==> src/rtl/bctd_pkg.sv <==
// ----------------------------------------------------------------------------
// bctd_pkg
// Shared types and constants of the battery charge trend detector.
// ----------------------------------------------------------------------------
package bctd_pkg;

    localparam int unsigned MV_W    = 16;
    localparam int unsigned CNT_W   = 8;
    localparam int unsigned STALL_W = 16;
    localparam int unsigned CFG_W   = 16;
    localparam int unsigned IDX_W   = 2;

    // Noise allowance between consecutive samples
    localparam logic [MV_W-1:0] NOISE_MV = MV_W'(3);

    localparam logic [CNT_W-1:0]   CNT_MAX   = '1;
    localparam logic [STALL_W-1:0] STALL_MAX = '1;

    typedef enum logic [IDX_W-1:0] {
        REG_RISE_MARGIN = 2'd0,
        REG_EXIT_DROP   = 2'd1,
        REG_CONFIRM     = 2'd2,
        REG_STALL_TMO   = 2'd3
    } t_reg_idx;

    typedef struct packed {
        logic [MV_W-1:0]    rise_margin_mv;
        logic [MV_W-1:0]    exit_margin_mv;
        logic [CNT_W-1:0]   confirm_count;
        logic [STALL_W-1:0] stall_timeout;
    } t_cfg;

endpackage

==> src/rtl/bctd_cfg_regs.sv <==
// ----------------------------------------------------------------------------
// bctd_cfg_regs
// Configuration register file, written through a plain write port.
// ----------------------------------------------------------------------------
module bctd_cfg_regs (
    input  logic                       i_clk,
    input  logic                       i_rst_n,
    input  logic                       i_cfg_we,
    input  logic [bctd_pkg::IDX_W-1:0] i_cfg_index,
    input  logic [bctd_pkg::CFG_W-1:0] i_cfg_data,
    output bctd_pkg::t_cfg             o_cfg
);
    import bctd_pkg::*;

    t_cfg r_cfg;

    always_ff @(posedge i_clk) begin
        if (!i_rst_n) begin
            r_cfg.rise_margin_mv <= MV_W'(20);
            r_cfg.exit_margin_mv <= MV_W'(20);
            r_cfg.confirm_count  <= CNT_W'(3);
            r_cfg.stall_timeout  <= STALL_W'(600);
        end else if (i_cfg_we) begin
            case (t_reg_idx'(i_cfg_index))
                REG_RISE_MARGIN: r_cfg.rise_margin_mv <= i_cfg_data[MV_W-1:0];
                REG_EXIT_DROP:   r_cfg.exit_margin_mv <= i_cfg_data[MV_W-1:0];
                REG_CONFIRM:     r_cfg.confirm_count  <= i_cfg_data[CNT_W-1:0];
                REG_STALL_TMO:   r_cfg.stall_timeout  <= i_cfg_data[STALL_W-1:0];
                default: ;
            endcase
        end
    end

    assign o_cfg = r_cfg;

endmodule

==> src/rtl/bctd_core.sv <==
// ----------------------------------------------------------------------------
// bctd_core
// Trend state and its single-pass update for one sample.
// ----------------------------------------------------------------------------
module bctd_core (
    input  logic                      i_clk,
    input  logic                      i_rst_n,
    input  logic                      i_advance,
    input  logic                      i_present,
    input  logic [bctd_pkg::MV_W-1:0] i_sample,
    input  bctd_pkg::t_cfg            i_cfg,
    output logic                      o_charging
);
    import bctd_pkg::*;

    logic               r_base_valid, n_base_valid;
    logic               r_chg,        n_chg;
    logic [MV_W-1:0]    r_prev,       n_prev;
    logic [MV_W-1:0]    r_ref,        n_ref;
    logic [MV_W-1:0]    r_peak,       n_peak;
    logic [CNT_W-1:0]   r_rise,       n_rise;
    logic [CNT_W-1:0]   r_drop,       n_drop;
    logic [STALL_W-1:0] r_stall,      n_stall;

    logic [CNT_W-1:0]   confirm_eff;
    logic [STALL_W-1:0] timeout_eff;
    logic [MV_W:0]      s_wide;
    logic [MV_W:0]      s_plus_noise;
    logic [MV_W:0]      prev_plus_noise;
    logic [MV_W:0]      target;
    logic [MV_W:0]      s_plus_exit;
    logic [MV_W-1:0]    peak_upd;
    logic [CNT_W-1:0]   rise_upd;
    logic [CNT_W-1:0]   drop_upd;
    logic [STALL_W-1:0] stall_upd;

    always_comb begin
        confirm_eff = (i_cfg.confirm_count == '0) ? CNT_W'(1) : i_cfg.confirm_count;
        timeout_eff = (i_cfg.stall_timeout == '0) ? STALL_W'(1) : i_cfg.stall_timeout;

        s_wide          = {1'b0, i_sample};
        s_plus_noise    = s_wide + {1'b0, NOISE_MV};
        prev_plus_noise = {1'b0, r_prev} + {1'b0, NOISE_MV};
        target          = {1'b0, r_ref} + {1'b0, i_cfg.rise_margin_mv};
        s_plus_exit     = s_wide + {1'b0, i_cfg.exit_margin_mv};

        peak_upd  = (i_sample > r_peak) ? i_sample : r_peak;
        stall_upd = '0;
        drop_upd  = '0;
        rise_upd  = '0;

        n_base_valid = r_base_valid;
        n_chg        = r_chg;
        n_prev       = i_sample;
        n_ref        = r_ref;
        n_peak       = r_peak;
        n_rise       = r_rise;
        n_drop       = r_drop;
        n_stall      = r_stall;

        if (!i_present) begin
            // Battery gone: drop all history
            n_base_valid = 1'b0;
            n_chg        = 1'b0;
            n_prev       = '0;
            n_ref        = '0;
            n_peak       = '0;
            n_rise       = '0;
            n_drop       = '0;
            n_stall      = '0;
        end else if (!r_base_valid) begin
            n_base_valid = 1'b1;
            n_chg        = 1'b0;
            n_ref        = i_sample;
            n_peak       = i_sample;
            n_rise       = '0;
            n_drop       = '0;
            n_stall      = '0;
        end else if (!r_chg) begin
            if (i_sample < r_ref || s_plus_noise < {1'b0, r_prev}) begin
                n_ref    = i_sample;
                rise_upd = '0;
            end else if (s_wide >= target) begin
                rise_upd = (r_rise == CNT_MAX) ? r_rise : r_rise + CNT_W'(1);
            end else begin
                rise_upd = '0;
            end
            n_rise = rise_upd;
            if (rise_upd >= confirm_eff) begin
                n_chg   = 1'b1;
                n_peak  = i_sample;
                n_drop  = '0;
                n_stall = '0;
            end
        end else begin
            if (s_wide >= prev_plus_noise) begin
                stall_upd = '0;
            end else begin
                stall_upd = (r_stall == STALL_MAX) ? r_stall : r_stall + STALL_W'(1);
            end
            if (s_plus_exit <= {1'b0, peak_upd}) begin
                drop_upd = (r_drop == CNT_MAX) ? r_drop : r_drop + CNT_W'(1);
            end else begin
                drop_upd = '0;
            end
            n_peak  = peak_upd;
            n_stall = stall_upd;
            n_drop  = drop_upd;
            if (drop_upd >= confirm_eff || stall_upd >= timeout_eff) begin
                // Trend over: rebaseline on this sample
                n_chg   = 1'b0;
                n_ref   = i_sample;
                n_peak  = i_sample;
                n_rise  = '0;
                n_drop  = '0;
                n_stall = '0;
            end
        end
    end

    always_ff @(posedge i_clk) begin
        if (!i_rst_n) begin
            r_base_valid <= 1'b0;
            r_chg        <= 1'b0;
            r_prev       <= '0;
            r_ref        <= '0;
            r_peak       <= '0;
            r_rise       <= '0;
            r_drop       <= '0;
            r_stall      <= '0;
        end else if (i_advance) begin
            r_base_valid <= n_base_valid;
            r_chg        <= n_chg;
            r_prev       <= n_prev;
            r_ref        <= n_ref;
            r_peak       <= n_peak;
            r_rise       <= n_rise;
            r_drop       <= n_drop;
            r_stall      <= n_stall;
        end
    end

    assign o_charging = n_chg;

endmodule

==> src/rtl/battery_charge_trend_detector.sv <==
// ----------------------------------------------------------------------------
// battery_charge_trend_detector
// Detects a charging trend from a stream of battery voltage samples.
// ----------------------------------------------------------------------------
// Each item carries one voltage sample in mV and a battery-present flag and
// produces one result item: the charging flag after that sample. The block
// takes one item per clock cycle when the output side keeps up; an item
// passes the input register, then the result register; the state update
// between them is one pass of compares, adders and saturating counters.
// The result register lets a new item enter while a finished result still
// waits on the output. A low battery-present flag clears the whole trend
// history. Configuration registers (rise margin, exit drop, confirm count,
// stall timeout) are written through a simple write port, by the user only
// while idle (unenforced). Zero confirm count or stall timeout acts as one.
// ----------------------------------------------------------------------------
module battery_charge_trend_detector (
    input  logic                       i_clk,
    input  logic                       i_rst_n,
    // Input item channel
    input  logic                       i_in_valid,
    output logic                       o_in_ready,
    input  logic                       i_batt_detected,
    input  logic [bctd_pkg::MV_W-1:0]  i_sample_mv,
    // Result item channel
    output logic                       o_out_valid,
    input  logic                       i_out_ready,
    output logic                       o_charging,
    // Configuration write port
    input  logic                       i_cfg_we,
    input  logic [bctd_pkg::IDX_W-1:0] i_cfg_index,
    input  logic [bctd_pkg::CFG_W-1:0] i_cfg_data
);
    import bctd_pkg::*;

    t_cfg            cfg;

    // Input register
    logic            r_in_valid;
    logic            r_present;
    logic [MV_W-1:0] r_sample;

    // Result register
    logic            r_out_valid;
    logic            r_charging;

    logic            advance;
    logic            charging_next;

    // Process the held item whenever the result slot is free or draining
    assign advance    = r_in_valid && (!r_out_valid || i_out_ready);
    assign o_in_ready = !r_in_valid || advance;

    bctd_cfg_regs u_cfg (
        .i_clk       (i_clk),
        .i_rst_n     (i_rst_n),
        .i_cfg_we    (i_cfg_we),
        .i_cfg_index (i_cfg_index),
        .i_cfg_data  (i_cfg_data),
        .o_cfg       (cfg)
    );

    bctd_core u_core (
        .i_clk      (i_clk),
        .i_rst_n    (i_rst_n),
        .i_advance  (advance),
        .i_present  (r_present),
        .i_sample   (r_sample),
        .i_cfg      (cfg),
        .o_charging (charging_next)
    );

    // Hold the accepted item until the core consumes it
    always_ff @(posedge i_clk) begin
        if (!i_rst_n) begin
            r_in_valid <= 1'b0;
        end else if (o_in_ready) begin
            r_in_valid <= i_in_valid;
        end
    end

    always_ff @(posedge i_clk) begin
        if (i_in_valid && o_in_ready) begin
            r_present <= i_batt_detected;
            r_sample  <= i_sample_mv;
        end
    end

    // Load the result on advance, drop it once taken
    always_ff @(posedge i_clk) begin
        if (!i_rst_n) begin
            r_out_valid <= 1'b0;
        end else if (advance) begin
            r_out_valid <= 1'b1;
        end else if (i_out_ready) begin
            r_out_valid <= 1'b0;
        end
    end

    always_ff @(posedge i_clk) begin
        if (advance) begin
            r_charging <= charging_next;
        end
    end

    assign o_out_valid = r_out_valid;
    assign o_charging  = r_charging;

endmodule
==> config.mk <==
export PLATFORM = sky130hd
export DESIGN_NAME = battery_charge_trend_detector
export DESIGN_NICKNAME = d
export VERILOG_FILES = /design/src/rtl/bctd_pkg.sv /design/src/rtl/bctd_cfg_regs.sv /design/src/rtl/bctd_core.sv /design/src/rtl/battery_charge_trend_detector.sv
export SDC_FILE = /design/constraint.sdc
export NUM_CORES = 1
export LEC_CHECK = 0
export BUFFER_PORTS_ARGS = -buffer_cell sky130_fd_sc_hd__buf_2
export CORE_UTILIZATION = 50
export CTS_BUF_LIST = sky130_fd_sc_hd__clkbuf_2
export DETAILED_ROUTE_END_ITERATION = 10
export GPL_ROUTABILITY_DRIVEN = 0
export PLACE_DENSITY_LB_ADDON = 0.25
export SETUP_SLACK_MARGIN = 0.1
export SYNTH_ARGS = -nofsm -noshare
export SYNTH_HDL_FRONTEND = slang
export SYNTH_SLANG_ARGS = --single-unit
==> constraint.sdc <==
create_clock -name i_clk -period 17.6 [get_ports i_clk]
set_input_delay 3.52 -clock i_clk [delete_from_list [all_inputs] [get_ports i_clk]]
set_output_delay 3.52 -clock i_clk [all_outputs]
set_load 0.05 [all_outputs]
### Word-level counts from Yosys, hierarchy flattened

Index checks and enable logic that the tools add are counted.

* register bits after elaboration: 158
* word-level logic and storage cells: 113

* $add $sub $neg: 7
* order comparisons: 9
* equality and inequality tests: 9
* multiplexer cells: 52
* reduce and logical (&&, ||, !) cells: 19

Operators with widths (number)
* $mux W16: 23
* $mux W8: 21
* $add A16 B16 Y17: 2
* $add A16 B2 Y17 const B: 2
* $ge A16 B17 Y1: 2
* $le A17 B16 Y1: 1
* $lt A17 B16 Y1: 1
* $add A16 B1 Y16 const B: 1
* $add A8 B1 Y8 const B: 2
* $eq A16 B16 Y1 const B: 1
* $eq A8 B8 Y1 const B: 2
* $ge A16 B16 Y1: 1
* $ge A8 B8 Y1: 2
* $gt A16 B16 Y1: 1
* $logic_not A16 Y1: 1
* $lt A16 B16 Y1: 1
* $ne A4 B4 Y1 const B: 3
* $reduce_and A2 Y1: 6
* $logic_not A8 Y1: 1
* $mux W1: 8
* $eq A2 B2 Y1 const B: 2
* $logic_or A1 B1 Y1: 4
* $reduce_and A3 Y1: 1
* $eq A2 B1 Y1 const B: 1
* other kinds (4): 6

### Longest topological paths before layout

Gate-level depths: netlist of run 1.

* depth in word-level cells: 13
* mapped depth: 29

### Cells and area by module

Synthesis of run 1 repeated with hierarchy kept, for this count alone.

* cells, all modules: 1350
* area total of the unflattened synthesis: 11716.2 µm²

By module, submodules not included
* bctd_core: instances 1, cells each 1109, area an instance 8864.8 µm²
* bctd_cfg_regs: instances 1, cells each 214, area an instance 2207.1 µm²
* battery_charge_trend_detector: instances 1, cells each 27, area an instance 644.4 µm²

### Worst setup path after synthesis of run 1

Ideal clock, no wire load.

* kind: input-to-output
* start point: in i_out_ready
* end point: out o_in_ready
* data arrival time: 4.024 ns
* slack: 10.056 ns
* stages: 2
* cell sequence: nor2b_1 nand2_1

* cells in the longest elaborated chain, start to end: 3

RTL lines
* start, declared: RTL line battery_charge_trend_detector.sv:26 `input logic i_out_ready,`
* $logic_or A1 B1 Y1: RTL line battery_charge_trend_detector.sv:50 `assign advance = r_in_valid && (!r_out_valid || i_out_ready);`
* $logic_and A1 B1 Y1: RTL line battery_charge_trend_detector.sv:50
* $logic_or A1 B1 Y1: RTL line battery_charge_trend_detector.sv:51 `assign o_in_ready = !r_in_valid || advance;`
* end, declared: RTL line battery_charge_trend_detector.sv:21 `output logic o_in_ready,`

Every way passes these cells.

### Worst setup path after layout of run 1

Ends and elaborated chain as after synthesis.

==> impl_metrics.yaml, run 1 <==
global_routing:
  antenna_found_initial: 1
  grt_max_degree: 74
  track_usage: 0.256
  grt_pass1_vias: 9648
  grt_first_pass_wirelength_mm: 48.3
  grt-ovfl-total: 0
cells_and_area:
  fillers: 2207
  drive_gt1_frac: 0.0785
  nets: 1620
  ff_latch_area_mm2: 0.00334
  multiInputGateArea_mm2: 0.00775
  fin_util: 0.542
  area_growth_pct: 5.86
  fin_area_mm2: 0.0123
  final_cell_count_no_fill: 1741
critical_path:
  endpoint: "o_in_ready"
  cp_max_fo: 4
  r2r_slack_ns: 10.70
  crit_type: "in -> out"
  crit_path_start_kind: "input port"
  crit_path_start: "i_out_ready"
  crit_required_ns: 14.08
  worstReg2RegStart: "r_sample[1]"
  end_kind: "output pin"
  ff2ff_path_depth: 22
  r2r-end: "u_core.r_drop[3]"
  cp.arrival_ns: 4.13
run:
  max_cap_viol_count: 0
clock_network:
  clock_latency_ns: 0.76
  cts_root_buf: "clkbuf_2"
  cts_setup_buffers: 0
  tritoncts: "built"
  post_cts_resized: 0
  cts_sinks: 158
  ctsHoldBuffers: 0
  clock_path_buffers: 2
  htree_levels: 4
  cts_buffers: 17
  path_clk_slew_ns: 0.27
hold_path:
  hp-class: "reg -> reg"
  hp-start: "u_cfg.o_cfg[0]"
timing:
  hold_ws_ns: 0.477
  slew_headroom: 0.261
  slew_viol_final: 0
  setup_viol: 0
  period_share: 0.435
  finClkSkew_ns: 0.0508
  timing.setup.tns_ns: 0
  worst_slew_pin_slew_ns: 1.10
  fin_crit_ns: 7.65
  final-hold-violation-count: 0
  rsz0062_at_grt: "no"
  max_freq_mhz: 131
yosys:
  synth.distinct_cells: 81
  synth_area_mm2: 0.0117
  ys_ff_latch: 158
  synth_edf_count: 18
  async_flop_share: 0
  syn_inst: 1400
  synth.yosys.seq_area_share: 0.287
  synth-warning-count: 0
  syn_area_per_cell_um2: 8.32
  synthesis.nets: 1606
  synth_flop_cell: "dfxtp_1"
place:
  io_buffers: 42
  dpl_cell_area_mm2: 0.0121
  detailed_place_hpwl_mm: 22.0
  place_inst: 1708
die:
  start_util: 0.512
  core-area_mm2: 0.0228
  pin_count: 43
  die_w_um: 155
  die_area_mm2: 0.0239
  placementRows: 55
  die_h_um: 155
drt:
  wl_per_cell_um: 16.9
  antenna_left: 0
  drtIter0Drc: 641
  vias_per_cell: 5.80
  routed_wl_mm: 29.4
  vias: 10100
  dr.pass1.iters: 5
  drc_errors: 0
power_and_ir_drop:
  power_leakage_uw: 0.00520
  power_density_mw_per_mm2: 61.9
  irDropWorstVdd_v: 0.0000391
status:
  status: "completed"
[power by group]
group	leakage (uW)	total, uW	switching [uW]	internal [uW]
combinational	0.00373	157	92.9	64.1
clock	0.000153	213	153	59.2
sequential	0.00131	394	17.3	377
[registers in the layout, indices dropped and copies added, names as in the netlist]
register             flops
u_cfg.o_cfg             56
r_sample                16
u_core.r_peak           16
u_core.r_prev           16
u_core.r_ref            16
u_core.r_stall          16
u_core.r_drop            8
u_core.r_rise            8
o_charging               1
o_out_valid              1
r_in_valid               1
r_present                1
u_core.r_base_valid      1
u_core.r_chg             1
[cell families (layout without fill, tap and decap cells)]
kind of cell    count (synthesis)  count (layout)  share of synthesized area
other cells                     0               1                          0
simple gates                  481             481                      0.201
compound gates                349             349                      0.203
mux                            32              32                     0.0275
buf+inv                       144             171                     0.0489
flops                         158             158                      0.287
xor+xnor                       70              70                     0.0526
fa+ha+maj                     166             166                      0.180
[critical path: stages]
cell     delay, ns
buf_2         0.09
nor2b_1       0.20
nand2_1       0.10
buf_2         0.22
[cell usage in the layout (no fill, tap or decap), drive strengths merged, types with 4 or more instances in the layout]
| master | count |
|---|---|
| inv | 100 |
| nor4 | 13 |
| nor2 | 85 |
| o21bai | 6 |
| dfxtp | 140 |
| a211oi | 18 |
| nor2b | 4 |
| nand2 | 197 |
| edfxtp | 18 |
| a21o | 42 |
| ha | 164 |
| a21boi | 5 |
| nor3 | 22 |
| mux2i | 32 |
| a32o | 20 |
| xor2 | 27 |
| a21oi | 128 |
| o22ai | 5 |
| nand2b | 12 |
| o211ai | 12 |
| nand3 | 47 |
| buf | 47 |
| a41oi | 7 |
| o21a | 17 |
| and4 | 7 |
| nand4 | 28 |
| and2 | 21 |
| xnor2 | 43 |
| a22oi | 9 |
| o2111ai | 6 |
| clkbuf | 17 |
| a31oi | 13 |
| o21ai | 33 |
| a211o | 6 |
| clkinv | 5 |
| and3 | 17 |
| or2 | 9 |
| nand3b | 7 |
[cells in the mapped netlist (all sizes together) (9+ instances only)]
| cell type | n | area share |
|---|---|---|
| nand2 | 197 | 0.064 |
| ha | 164 | 0.18 |
| dfxtp | 140 | 0.24 |
| a21oi | 128 | 0.055 |
| inv | 92 | 0.030 |
| nor2 | 85 | 0.028 |
| nand3 | 47 | 0.020 |
| xnor2 | 43 | 0.032 |
| a21o | 42 | 0.027 |
| clkbuf | 38 | 0.012 |
| o21ai | 33 | 0.015 |
| mux2i | 32 | 0.027 |
| nand4 | 28 | 0.015 |
| xor2 | 27 | 0.020 |
| nor3 | 22 | 0.012 |
| and2 | 21 | 0.011 |
| a32o | 20 | 0.017 |
| a211oi | 18 | 0.013 |
| edfxtp | 18 | 0.046 |
| and3 | 17 | 0.0091 |
| o21a | 17 | 0.011 |
| buf | 14 | 0.0070 |
| a31oi | 13 | 0.0070 |
| nor4 | 13 | 0.010 |
| nand2b | 12 | 0.0071 |
| o211ai | 12 | 0.0077 |
| a22oi | 9 | 0.0058 |
| or2 | 9 | 0.0048 |
[how the worst min path moves through the flow]
stage / to / cells past startpoint / slack [ns]
2_1_floorplan: u_cfg.o_cfg[18] / 2 / 0.44
3_3_place_gp: u_cfg.o_cfg[18] / 2 / 0.45
3_5_place_dp: u_cfg.o_cfg[0] / 2 / 0.45
4_1_cts: u_cfg.o_cfg[0] / 2 / 0.48
5_1_grt: u_cfg.o_cfg[45] / 2 / 0.50
6_report: u_cfg.o_cfg[0] / 2 / 0.48
[metrics by stage]
| stage | total power, uW | setup WS (ns) |
|---|---|---|
| after detailed placement | 556 | 9.96 |
| after CTS | 770 | 9.95 |
| after global placement | 552 | 9.97 |
| after global routing | 809 | 9.84 |
| final | 764 | 9.95 |
| after floorplan | 513 | 10.06 |
[area by class of cell]
cell class	instances	area share
multi-input cells	1098	0.628
flip-flops and latches	158	0.271
well taps	313	0.0318
inverters	92	0.0280
repair buffers	47	0.0201
clock inverters	15	0.0137
clock buffers	17	0.00690
diodes	1	0.000203
[layer usage]
metal | wire, um | global-route usage | up-vias
met3 | 1760 | 0.0389 | 40
li1 | - | - | 5088
met4 | 581 | 0.0835 | 0
met5 | 0 | 0 | -
met1 | 13500 | 0.344 | 4719
met2 | 13600 | 0.421 | 244
Power figures use the tool's default switching activity.
==> inputs of run 2 (changes only) <==
--- a/config.mk
+++ b/config.mk
@@ -5,6 +5,7 @@
 export SDC_FILE = /design/constraint.sdc
 export NUM_CORES = 1
 export LEC_CHECK = 0
+export ABC_AREA = 1
 export BUFFER_PORTS_ARGS = -buffer_cell sky130_fd_sc_hd__buf_2
 export CORE_UTILIZATION = 50
 export CTS_BUF_LIST = sky130_fd_sc_hd__clkbuf_2
==> constraint.sdc (replaced) <==
create_clock -name i_clk -period 6.3 [get_ports i_clk]
set_input_delay 1.26 -clock i_clk [delete_from_list [all_inputs] [get_ports i_clk]]
set_output_delay 1.26 -clock i_clk [all_outputs]
set_load 0.05 [all_outputs]
==> run 2 against run 1 <==
Effect of this change: power increased to 3.1 times the previous value; highest routed layer unchanged; largest cell class unchanged; setup slack worse by 9.3 ns; critical path type is now reg -> reg; sequential share of layout area is 2.3 points lower.
==> impl_metrics.yaml, run 2 <==
status:
  status: "completed"
yosys:
  synth.most_common_cell: "nand2_1"
  yosys-top-cells-count: "338 x nand2_1, 239 x nor2_1, 234 x inv_1"
  syn_area_per_cell_um2: 7.00
  ys_top_cells_by_area: "dfxtp_1 22%, ha_1 16%, nand2_1 10%"
  async_flop_share: 0
  synth_area_mm2: 0.0127
  synth.distinct_cells: 61
  synth_edf_count: 18
  syn_inst: 1810
  synth_flop_cell: "dfxtp_1"
  synth.yosys.seq_area_share: 0.264
  post-synth-top-area-cell: "dfxtp_1"
  synth_top_area_frac: 0.221
  ys_ff_latch: 158
  synth-warning-count: 0
  synthesis.nets: 2016
drt:
  drc_errors: 0
  vias: 11800
  vias_per_cell: 5.39
  drtIter0Drc: 1009
  dr.pass1.iters: 8
  antenna_left: 0
  routed_wl_mm: 33.4
  wl_per_cell_um: 15.3
die:
  die_area_mm2: 0.0260
  die_w_um: 161
  pin_count: 43
  die_h_um: 161
  core-area_mm2: 0.0246
  placementRows: 57
  start_util: 0.515
global_routing:
  track_usage: 0.263
  grt_pass1_vias: 11000
  antenna_found_initial: 1
  grt-ovfl-total: 0
  grt_max_degree: 79
  grt_first_pass_wirelength_mm: 54.4
hold_path:
  hp-class: "reg -> reg"
  hold_end: "u_cfg.o_cfg[0]"
  hold_depth: 2
  hp-start: "u_cfg.o_cfg[0]"
timing:
  timing.setup.tns_ns: 0
  max_freq_mhz: 178
  slew_viol_final: 0
  setup_viol: 0
  slew_headroom: 0.453
  fin_crit_ns: 5.62
  period_share: 0.892
  worst_slew_pin_slew_ns: 0.820
  final-hold-violation-count: 0
  finClkSkew_ns: 0.0592
  rsz0062_at_grt: "no"
power_and_ir_drop:
  p_sw_frac: 0.383
  seqPwrFrac: 0.464
  clock_power_share: 0.266
  power_leakage_uw: 0.00636
  power_density_mw_per_mm2: 177
  p_sw_uw: 910
  p_comb_frac: 0.270
  irDropWorstVdd_v: 0.000120
  intPower_uw: 1470
run:
  max_cap_viol_count: 0
clock_network:
  cts_buffers: 17
  clock_path_buffers: 2
  cts_sinks: 158
  cts_root_buf: "clkbuf_2"
  clock_latency_ns: 0.81
  htree_levels: 4
  path_clk_slew_ns: 0.29
  tritoncts: "built"
  ctsHoldBuffers: 0
critical_path:
  cp_max_fo: 17
  r2r_slack_ns: 0.68
  ff2ff_path_depth: 37
  end_kind: "flop"
  crit_required_ns: 7.02
  cp.arrival_ns: 6.34
  cp_common_cell: "nand2_1"
  r2r-end: "u_core.r_peak[7]"
  slowest_delay_ns: 0.44
  crit_slowest_cell: "edfxtp_1"
  crit_type: "reg -> reg"
  crit_path_start_kind: "flop"
  worstReg2RegStart: "r_sample[14]"
cells_and_area:
  layout_commonest_cell: "nand2_1"
  largest_reg_flops: 56
  layout_common_cells: "337 x nand2_1, 239 x nor2_1, 234 x inv_1"
  area_growth_pct: 6.19
  fillers: 2411
  fin_area_mm2: 0.0135
  nets: 2050
  drive_gt1_frac: 0.109
place:
  detailed_place_hpwl_mm: 24.9
  io_buffers: 42
  dpl_cell_area_mm2: 0.0132
[run 2: metal layers]
layer / track usage / wire [um] / up-vias
li1: - / - / 6016
met1: 0.341 / 15300 / 5359
met2: 0.442 / 15600 / 317
met3: 0.0413 / 1570 / 64
met4: 0.0935 / 960 / 0
met5: 0 / 0 / -
[run 2: final cells by class]
type / instances / area [um2] / area share
clock inverters: 15 / 174 / 0.0129
well taps: 324 / 405 / 0.0301
clock buffers: 17 / 85.1 / 0.00632
diodes: 1 / 2.50 / 0.000186
repair buffers: 65 / 383 / 0.0284
flip-flops and latches: 158 / 3340 / 0.248
inverters: 260 / 983 / 0.0731
multi-input cells: 1342 / 8080 / 0.601
[run 2: power groups by stage]
stage | sequential, uW | clock, uW | combinational [uW]
after global routing | 1110 | 687 | 731
after floorplan | 1120 | 0 | 471
final | 1100 | 632 | 640
after detailed placement | 1120 | 0 | 635
after CTS | 1100 | 643 | 639
after global placement | 1120 | 0 | 617
[run 2: per-stage QoR]
stage / cells / power, uW / util / worst slack, ns / hold slack [ns]
after floorplan: 1810 / 1590 / - / 1.58 / 0.429
after global placement: 2149 / 1740 / 0.535 / 0.574 / 0.450
after detailed placement: 2149 / 1760 / 0.535 / 0.577 / 0.459
after CTS: 2181 / 2380 / 0.546 / 0.482 / 0.489
after global routing: 2182 / 2530 / 0.547 / 0.0945 / 0.512
final: 2182 / 2380 / 0.547 / 0.680 / 0.490
[run 2: how the worst max path moves through the flow]
| stage | start | end | cells past startpoint |
|---|---|---|---|
| after floorplan | u_core.r_ref[0] | u_core.r_drop[3] | 32 |
| after CTS | r_sample[0] | u_core.r_peak[7] | 39 |
| after global routing | r_sample[14] | u_core.r_peak[11] | 38 |
| final | r_sample[14] | u_core.r_peak[7] | 37 |
| after global placement | r_sample[0] | u_core.r_peak[13] | 39 |
| after detailed placement | r_sample[0] | u_core.r_peak[2] | 43 |
[run 2: worst max-delay path: cells and delay by family, from the launching register on]
kind / cells / cell delay, ns
AOI/OAI and AO/OA: 4 / 0.56
adders and majority gates: 3 / 0.87
buffers and inverters: 5 / 0.62
DFF: 1 / 0.44
and+or+nand+nor: 25 / 3.03
[run 2: cells by family (layout without fill, tap and decap cells)]
group	after synthesis	after routing	synth area share
XOR/XNOR	62	62	0.0428
AND/OR/NAND/NOR	814	814	0.299
other	0	1	0
flip-flops	158	158	0.264
buffers and inverters	310	357	0.100
AO/OA/AOI/OAI	300	300	0.129
adder cells (fa/ha/maj)	166	166	0.165
[run 2: what timing repair did]
item	CTS	global route
setup endpoints to repair	0	59
gates resized for setup	0	4
setup buffers	0	0
==> inputs of run 3 (changes only) <==
--- a/config.mk
+++ b/config.mk
@@ -11,7 +11,7 @@
 export CTS_BUF_LIST = sky130_fd_sc_hd__clkbuf_2
 export DETAILED_ROUTE_END_ITERATION = 10
 export GPL_ROUTABILITY_DRIVEN = 0
-export PLACE_DENSITY_LB_ADDON = 0.25
+export PLACE_DENSITY_LB_ADDON = 0.12
 export SETUP_SLACK_MARGIN = 0.1
 export SYNTH_ARGS = -nofsm -noshare
 export SYNTH_HDL_FRONTEND = slang
==> run 3 against run 2 <==
Effect of this change: setup slack better by 0.036 ns; sequential cell count stayed put; via count decreased by 0.26%; register-to-register slack better by 0.04 ns; first-iteration DRC count down 12%; cell count rose by 0.18%; clock power barely moved; global-route usage is 1.1 points higher; hold slack improved by 0.0017 ns; clock skew rose by 0.0027 ns; largest power group unchanged.
==> impl_metrics.yaml, run 3 (synthesized netlist as in run 2, its figures left out) <==
drt:
  antenna_left: 0
  drc_errors: 0
  dr.pass1.iters: 8
  wl_per_cell_um: 15.8
  drtIter0Drc: 884
  routed_wl_mm: 34.6
  m1WireLength_mm: 16.1
  vias_per_cell: 5.36
  route.met2.wl_mm: 15.7
  met3WireLength_mm: 1.70
  topRoutingLayerUsed: "met4"
  vias: 11700
hold_path:
  hp-class: "reg -> reg"
clock_network:
  htree_levels: 4
  tritoncts: "built"
  clock_latency_ns: 0.83
  path_clk_slew_ns: 0.30
  clock_path_buffers: 2
  cts_root_buf: "clkbuf_2"
  cts_sinks: 158
  cts_buffers: 17
die:
  core-area_mm2: 0.0246
  start_util: 0.515
  die_w_um: 161
  pin_count: 43
  die_area_mm2: 0.0260
  die_h_um: 161
  placementRows: 57
critical_path:
  cp_common_cell: "nand2_1"
  cp_max_fo: 18
  critical_path.top_delay_family: "simple AND/OR/NAND/NOR gates"
  critical_path_buf_inv_count: 4
  worstReg2RegStart: "r_sample[5]"
  crit_path_start: "r_sample[5]"
  crit_cells: 38
  ff2ff_path_depth: 38
  endpoint: "u_core.r_peak[12]"
  r2r-end: "u_core.r_peak[12]"
  crit_slowest_cell: "edfxtp_1"
  cp.arrival_ns: 6.29
  crit_required_ns: 7.00
  slowest_delay_ns: 0.58
  crit_type: "reg -> reg"
  end_kind: "flop"
  r2r_slack_ns: 0.72
  crit_path_start_kind: "flop"
timing:
  fin_crit_ns: 5.58
  max_freq_mhz: 179
  slew_headroom: 0.449
  worst_slew_pin_slew_ns: 0.825
  period_share: 0.886
  final-hold-violation-count: 0
  timing.setup.tns_ns: 0
  finClkSkew_ns: 0.0620
  setup_viol: 0
  rsz0062_at_grt: "no"
  slew_viol_final: 0
cells_and_area:
  layout_commonest_cell: "nand2_1"
  largest_reg_flops: 56
  drive_gt1_frac: 0.111
  area_growth_pct: 6.59
  nets: 2054
  fillers: 2451
  layout_common_cells: "337 x nand2_1, 239 x nor2_1, 234 x inv_1"
  fin_util: 0.549
place:
  detailed_place_hpwl_mm: 25.9
  io_buffers: 42
power_and_ir_drop:
  power_leakage_uw: 0.00638
  power_density_mw_per_mm2: 176
  irDropWorstVdd_v: 0.000103
global_routing:
  grt_max_degree: 79
  track_usage: 0.275
  grt-ovfl-total: 0
  antenna_found_initial: 1
  grt_first_pass_wirelength_mm: 56.3
  grt_pass1_vias: 11100
status:
  status: "completed"
run:
  max_cap_viol_count: 0
run 3: through the flow:
stage / instance area, um2 / cells / hold slack [ns] / power, uW / setup slack, ns
after detailed placement: 13200 / 2147 / 0.460 / 1760 / 0.191
after global placement: 13200 / 2147 / 0.446 / 1750 / 0.265
after floorplan: 12700 / 1810 / 0.429 / 1590 / 1.58
after global routing: 13500 / 2186 / 0.510 / 2540 / 0.0917
after CTS: 13400 / 2179 / 0.484 / 2390 / 0.169
final: 13500 / 2186 / 0.492 / 2380 / 0.716
run 3: worst min-delay path by stage:
stage | startpoint | endpoint | slack (ns) | depth (start not counted)
2_1_floorplan | u_cfg.o_cfg[0] | u_cfg.o_cfg[0] | 0.43 | 2
4_1_cts | u_cfg.o_cfg[0] | u_cfg.o_cfg[0] | 0.48 | 2
5_1_grt | i_sample_mv[2] | r_sample[2] | 0.51 | 1
3_3_place_gp | u_cfg.o_cfg[0] | u_cfg.o_cfg[0] | 0.45 | 2
6_report | u_cfg.o_cfg[0] | u_cfg.o_cfg[0] | 0.49 | 2
3_5_place_dp | u_cfg.o_cfg[0] | u_cfg.o_cfg[0] | 0.46 | 2
run 3: worst register-to-register path: cells and delay by family, from the launching register on:
kind                       cells  cell delay [ns]
and+or+nand+nor               25             2.80
adders and majority gates      3             0.90
AOI/OAI and AO/OA              6             0.78
DFF                            1             0.58
buffers and inverters          4             0.44
run 3: cell type report:
class / count / area (um2) / share of cell area
clock buffer: 17 / 85.1 / 0.00630
sequential: 158 / 3340 / 0.247
tap: 324 / 405 / 0.0300
multi-input combinational: 1342 / 8090 / 0.599
timing repair buffer: 69 / 413 / 0.0306
clock inverter: 15 / 186 / 0.0138
inverter: 260 / 983 / 0.0728
antenna: 1 / 2.50 / 0.000185
run 3: report_power, final:
group	total (uW)	internal, uW	leakage [uW]	switching, uW
sequential	1110	1070	0.00132	39.9
combinational	646	234	0.00491	413
clock	629	144	0.000158	485
total	2380	1440	0.00638	938
run 3: layer usage:
layer	vias up	GRT usage
li1	6040	-
met1	5319	0.359
met2	285	0.453
met3	82	0.0434
met4	0	0.104
met5	-	0
run 3: repair_timing:
| action | 4_1_cts | 5_1_grt |
|---|---|---|
| endpoints found under the setup margin | 0 | 62 |
| gates resized for setup | 0 | 5 |
| buffers inserted | 0 | 6 |
| hold buffers | 0 | 0 |
